--- src/rtl/core/mspg_pkg.sv ---
package mspg_pkg;

    localparam int unsigned NumChannelsDefault = 10;
    localparam logic [31:0] InvTwoPi = 32'd683565276;
    localparam logic signed [32:0] SinA1 = 33'sd1686629713;
    localparam logic signed [32:0] SinA3 = 33'sd693598668;
    localparam logic signed [32:0] SinA5 = 33'sd85569306;
    localparam logic signed [32:0] SinA7 = 33'sd5026995;
    localparam logic signed [32:0] SinA9 = 33'sd172272;
    localparam logic [30:0] Q30One = 31'h4000_0000;

    localparam logic [1:0] CfgMinLength    = 2'd0;
    localparam logic [1:0] CfgMaxLength    = 2'd1;
    localparam logic [1:0] CfgTimeStep     = 2'd2;
    localparam logic [1:0] CfgClusterCount = 2'd3;

    localparam logic [1:0] ClampNone = 2'd0;
    localparam logic [1:0] ClampMin  = 2'd1;
    localparam logic [1:0] ClampMax  = 2'd2;

    localparam logic OpLoad = 1'b0;
    localparam logic OpTick = 1'b1;

    // datapath micro-ops, one per controller state
    typedef enum logic [4:0] {
        S_IDLE,
        S_LOAD,
        S_ADV_RD,
        S_ADV_M1,
        S_ADV_M2L,
        S_ADV_M2H,
        S_ADV_WR,
        S_CH_RD,
        S_PH_MUL,
        S_ANG,
        S_X2,
        S_H1,
        S_H2,
        S_H3,
        S_H4,
        S_HX,
        S_AMP,
        S_LEN,
        S_OUT
    } t_state;

    typedef struct packed {
        t_state op;
        logic   restart_phase;
    } t_cmd;

    typedef struct packed {
        logic restart_hit;
        logic last_ch;
    } t_status;

endpackage

--- src/rtl/core/mspg_ctrl.sv ---
module mspg_ctrl (
    input  logic              i_clk,
    input  logic              i_rst_n,
    input  logic              i_in_valid,
    input  logic              i_opcode,
    input  logic              i_out_stall,
    input  mspg_pkg::t_status i_status,
    output logic              o_in_stall,
    output logic              o_out_valid,
    output mspg_pkg::t_cmd    o_cmd
);
    import mspg_pkg::*;

    t_state r_state, n_state;
    logic   r_out_valid, n_out_valid;
    logic   w_out_free;

    assign w_out_free = !r_out_valid || !i_out_stall;

    always_comb begin
        n_state = r_state;
        n_out_valid = r_out_valid && i_out_stall;
        unique case (r_state)
            S_IDLE: begin
                if (i_in_valid) begin
                    n_state = (i_opcode == OpTick) ? S_ADV_RD : S_LOAD;
                end
            end
            S_LOAD:    n_state = S_IDLE;
            S_ADV_RD:  n_state = S_ADV_M1;
            S_ADV_M1:  n_state = S_ADV_M2L;
            S_ADV_M2L: n_state = S_ADV_M2H;
            S_ADV_M2H: n_state = S_ADV_WR;
            S_ADV_WR:  n_state = i_status.last_ch ? S_CH_RD : S_ADV_RD;
            S_CH_RD:   n_state = S_PH_MUL;
            S_PH_MUL:  n_state = S_ANG;
            S_ANG:     n_state = S_X2;
            S_X2:      n_state = S_H1;
            S_H1:      n_state = S_H2;
            S_H2:      n_state = S_H3;
            S_H3:      n_state = S_H4;
            S_H4:      n_state = S_HX;
            S_HX:      n_state = S_AMP;
            S_AMP:     n_state = S_LEN;
            S_LEN:     n_state = S_OUT;
            S_OUT: begin
                if (w_out_free) begin
                    n_out_valid = 1'b1;
                    n_state = i_status.last_ch ? S_IDLE : S_CH_RD;
                end
            end
            default:   n_state = S_IDLE;
        endcase
    end

    always_comb begin
        o_cmd.op = r_state;
        o_cmd.restart_phase = (r_state == S_CH_RD) && i_status.restart_hit;
        o_in_stall = (r_state != S_IDLE);
        o_out_valid = r_out_valid;
    end

    always_ff @(posedge i_clk) begin
        if (!i_rst_n) begin
            r_state <= S_IDLE;
            r_out_valid <= 1'b0;
        end else begin
            r_state <= n_state;
            r_out_valid <= n_out_valid;
        end
    end

`ifndef NO_ASSERTIONS
    a_no_accept_busy: assert property (@(posedge i_clk) disable iff (!i_rst_n)
        (r_state != S_IDLE) |-> o_in_stall)
        else $error("input taken while busy");
    a_out_hold: assert property (@(posedge i_clk) disable iff (!i_rst_n)
        (r_out_valid && i_out_stall) |=> r_out_valid)
        else $error("result dropped under stall");
    a_load_short: assert property (@(posedge i_clk) disable iff (!i_rst_n)
        (r_state == S_LOAD) |=> (r_state == S_IDLE))
        else $error("load did not finish");
    a_out_only_emit: assert property (@(posedge i_clk) disable iff (!i_rst_n)
        $rose(r_out_valid) |-> ($past(r_state) == S_OUT))
        else $error("result raised outside emit");
`endif
endmodule

--- config.mk ---
export PLATFORM = sky130hd
export DESIGN_NAME = mspg_ctrl
export DESIGN_NICKNAME = d
export VERILOG_FILES = /design/src/rtl/core/mspg_pkg.sv /design/src/rtl/core/mspg_ctrl.sv
export SDC_FILE = /design/constraint.sdc
export NUM_CORES = 1
export LEC_CHECK = 0
export ABC_AREA = 0
export BUFFER_PORTS_ARGS = -buffer_cell sky130_fd_sc_hd__buf_4
export CAP_MARGIN = 10
export CORE_AREA = 2 2 39 41
export DETAILED_ROUTE_END_ITERATION = 10
export DIE_AREA = 0 0 41 43
export PLACE_DENSITY = 0.55
export SLEW_MARGIN = 15
export SYNTH_ARGS = -nofsm -noshare
export SYNTH_HDL_FRONTEND = slang
export SYNTH_SLANG_ARGS = --single-unit
--- constraint.sdc ---
create_clock -name i_clk -period 4.2 [get_ports i_clk]
set_input_delay 0.63 -clock i_clk [delete_from_list [all_inputs] [get_ports i_clk]]
set_output_delay 0.63 -clock i_clk [all_outputs]
set_load 0.02 [all_outputs]
# Word level (Yosys, flattened, before mapping)
# Cells that the tools add are included.
# W data, S select, Z words.
# word_totals
regBits	6
output_inout_bits	8
# classes
eq_ne	19
muxes	8
reduce_logical	8
# op_table
cell	n
$pmux W5 S18	1
$eq A5 B4 Y1 const B	8
$eq A5 B3 Y1 const B	4
$eq A5 B5 Y1 const B	3
$eq A5 B2 Y1 const B	2
$mux W5	2
$mux W3	2
$logic_not A5 Y1	1
$reduce_bool A5 Y1	1
$ne A2 B2 Y1 const B	2
$logic_and A1 B1 Y1	2
$logic_not A1 Y1	2
$mux W1	2
$mux W2	1
$reduce_and A2 Y1	1
$logic_or A1 B1 Y1	1

# Depth between registers and ports, before layout
# depth
depth_word	4
ltp_mapped	6
depth_no_buf	5

# Worst setup path after synthesis
# Ideal clock, no wire load.
# synth_path
path_kind	flip-flop to output port
start	reg r_state[3]
end	out o_in_stall
t_arrival_ns	1.182
path_slack_ns	2.388
stages_incl_launch_ff	5
path_buffers	1
path_cell_list	dfxtp_1 -> buf_2 -> or2_2 -> nor2_1 -> nand2_1
# synth_between
elab_chain_cells	1
# synth_rtl
element	line	rtl
from (decl)	mspg_ctrl.sv:14	t_state r_state, n_state;
from (signal assigned)	mspg_ctrl.sv:68	r_state <= n_state;
$reduce_bool A5 Y1	mspg_ctrl.sv:59	o_in_stall = (r_state != S_IDLE);
to (decl)	mspg_ctrl.sv:8	output logic o_in_stall,
# No other way between the ends.

==> results.ini <==
[layout]
num_antenna_cells=0
syn2layout_area_growth_pct=26.3
drive_above_1_share_pct=25.4
nets=80
fillers=149

[pwr]
power_density_nw_per_um2=269
power_mw=0.148
p_leak_nw=0.225
irDropWorstVdd_mv=0.0988

[global_route]
grt_use_met1_pct=20.4
use_met3_pct=5.24
grt_util_met2_pct=18.1
busiest_layer=met1
grt-ovfl-total=0
grt_max_degree=17
antenna_found_initial=0
track_usage_pct=14.3
grt_pass1_wl_um=1710
grt_pass1_vias=397

[synth]
synth_edf_count=0
ys.flop_type=dfxtp_1
yosysWarningCount=0
synth-compound-area-share_pct=25.7
synth_fa_ha_area_share_pct=0
synth_xor_area_share_pct=4.00
ys_types=29
synth_fp_nets=65
ys_seq_area_share_pct=27.4
netlist_area_um2=438
synth-simple-area-share_pct=31.4
synth.avg_cell_area_um2=7.55
synthMuxAreaShare_pct=2.29
synth-seq-cells=6
synth_top_family_by_area=simple AND/OR/NAND/NOR gates
synth_cells=58
async_flop_share_pct=0

[routing]
num_vias=464
drtPass1Iterations=4
ant_nets=0
wl_um=1060
wl_per_cell_um=12.1
drt_iter0_markers=8
via_per_inst=5.33
drc=0

[clock_network]
clk_path_buf_depth=2
cts_hold_buf=0
cts_buffers=3
insertion_delay_ps=250
cts_tree=done
clkTransAtPathRegs_ps=50
ctsResizeCount=0
htreeDepth=1
post_cts_buffers=0
cts_root_buf=clkbuf_4
clock-sinks=6

[timing]
worstMarginPinSlew_ps=484
fin_setup_tns_ps=0
period_minus_slack_ps=2150
skew_ps=10.3
period_share_pct=51.2
setup_viol=0
maxSlewViolCount=0
finalHoldViolations=0
fmax_mhz=465
slew_headroom_pct=67.7
rsz0062_at_grt=no

[floorplanning]
start_util_pct=31.6
die_x_um=41
design.core.area_um2=1380
die-area_um2=1760
row_count=14
die_h_um=43
ioPinCount=15

[place]
portBuffers=14
gp_congestion=0.847
dp_hpwl_um=773

[status]
status=finished clean

[worst_setup_path]
timing.rr.end=r_state[1]$_SDFFE_PN0P_
worst_path_max_delay_cell=dfxtp_1
crit_path_start_kind=register
path_class=register to primary output
crit_fanout=16
worst-r2r-setup-slack_ps=2360
critPathMaxStageDelay_ps=610
worst-path-buf-inv=1
worst-r2r-cell-count=5
critical_path_required_ps=3570
arrival_ps=1520
timing.rr.start=r_state[4]$_SDFFE_PN0P_
cp_cell_sequence=nand2_1, nor2b_1, and3b_1, buf_4
critPathTopFamily=flip-flops
worst_setup_path_end_kind=primary output

[flow_run]
drv_cap=0

[min_path]
hold_class=register to register
holdPathStages=2
holdPathEnd=o_out_valid$_SDFF_PN0_
min_from=o_out_valid$_SDFF_PN0_

## worst min-delay path, delay by kind of cell, from the launching register on
kind,cells,cell delay (ps)
compound gates,1,100
flops,1,320
simple gates,1,120
## kinds of logic after synthesis
kind of cell | Yosys count
buffers and inverters | 6
AOI/OAI and AO/OA | 16
xor gates and xnor gates | 2
and+or+nand+nor | 27
DFF | 6
muxes | 1
## flip-flops by register name (all words and copies together) (netlist names)
signal,count
r_state,5
o_out_valid,1
## worst max-delay path by stage
| stage | startpoint | endpoint | slack (ps) | cells after the start |
|---|---|---|---|---|
| 2_1_floorplan | r_state[3]$_SDFFE_PN0P_ | o_in_stall | 2390 | 4 |
| 3_3_place_gp | r_state[1]$_SDFFE_PN0P_ | o_cmd[0] | 2320 | 4 |
| 3_5_place_dp | r_state[1]$_SDFFE_PN0P_ | o_cmd[0] | 2320 | 4 |
| 4_1_cts | r_state[1]$_SDFFE_PN0P_ | o_cmd[0] | 2040 | 4 |
| 5_1_grt | r_state[1]$_SDFFE_PN0P_ | o_cmd[0] | 1900 | 4 |
| 6_report | r_state[1]$_SDFFE_PN0P_ | o_cmd[0] | 2050 | 4 |
## layer usage
metal / share of wire, % / routed length, um
met5: 0 / 0
met4: 0 / 0
met3: 6.7 / 71
met2: 45 / 475
met1: 48 / 510
## power breakdown
part / internal, mW / switching [mW] / leakage, nW
sequential: 0.0590 / 0.00567 / 0.0487
combinational: 0.0150 / 0.0135 / 0.163
clock: 0.0325 / 0.0229 / 0.0138
total: 0.106 / 0.0420 / 0.225
## cells in the mapped netlist, drive strengths merged, types with 2 or more instances
cell type  count  area share (%)
nand2          6             5.1
xnor2          2             4.0
nor3           2             2.3
nor2           7             6.0
o21ai          5             5.7
nor2b          3             4.3
a21oi          2             2.3
dfxtp          6              27
nand3          3             3.4
inv            2             1.7
buf            4             7.4
## per-stage QoR
step                instances  setup WS (ps)  instance area (um^2)  hold WS [ps]  utilization, %
detailed placement         84           2320                   531           575            38.3
global placement           84           2320                   531           569            38.3
CTS                        87           2040                   553           584            40.0
floorplan                  58           2390                   438           620               -
global route               87           1900                   553           631            40.0
finish                     87           2050                   553           582            40.0
## cell usage in the layout (no fill, tap or decap), drive strengths merged
| cell | instances |
|---|---|
| buf | 14 |
| nor2 | 7 |
| nand2 | 6 |
| dfxtp | 6 |
| o21ai | 5 |
| nor2b | 3 |
| nand3 | 3 |
| clkbuf | 3 |
| inv | 2 |
| xnor2 | 2 |
| nor3 | 2 |
| a21oi | 2 |
| or2 | 1 |
| and3b | 1 |
| and3 | 1 |
| mux2i | 1 |
| or4 | 1 |
| a32oi | 1 |
| a21boi | 1 |
| o31ai | 1 |
| a22o | 1 |
| or4b | 1 |
| a222oi | 1 |
| nor4 | 1 |
| a2111oi | 1 |
| o21a | 1 |
| a221o | 1 |
| a211oi | 1 |
## layout make-up
type / instances / area (um^2) / share of cell area (%)
multi-input cells: 46 / 278 / 50.2
flip-flops and latches: 6 / 120 / 21.7
repair buffers: 14 / 105 / 19.0
clock buffers: 3 / 22.5 / 4.07
well taps: 16 / 20.0 / 3.62
inverters: 2 / 7.51 / 1.36
(Power assumes the default switching activity.)
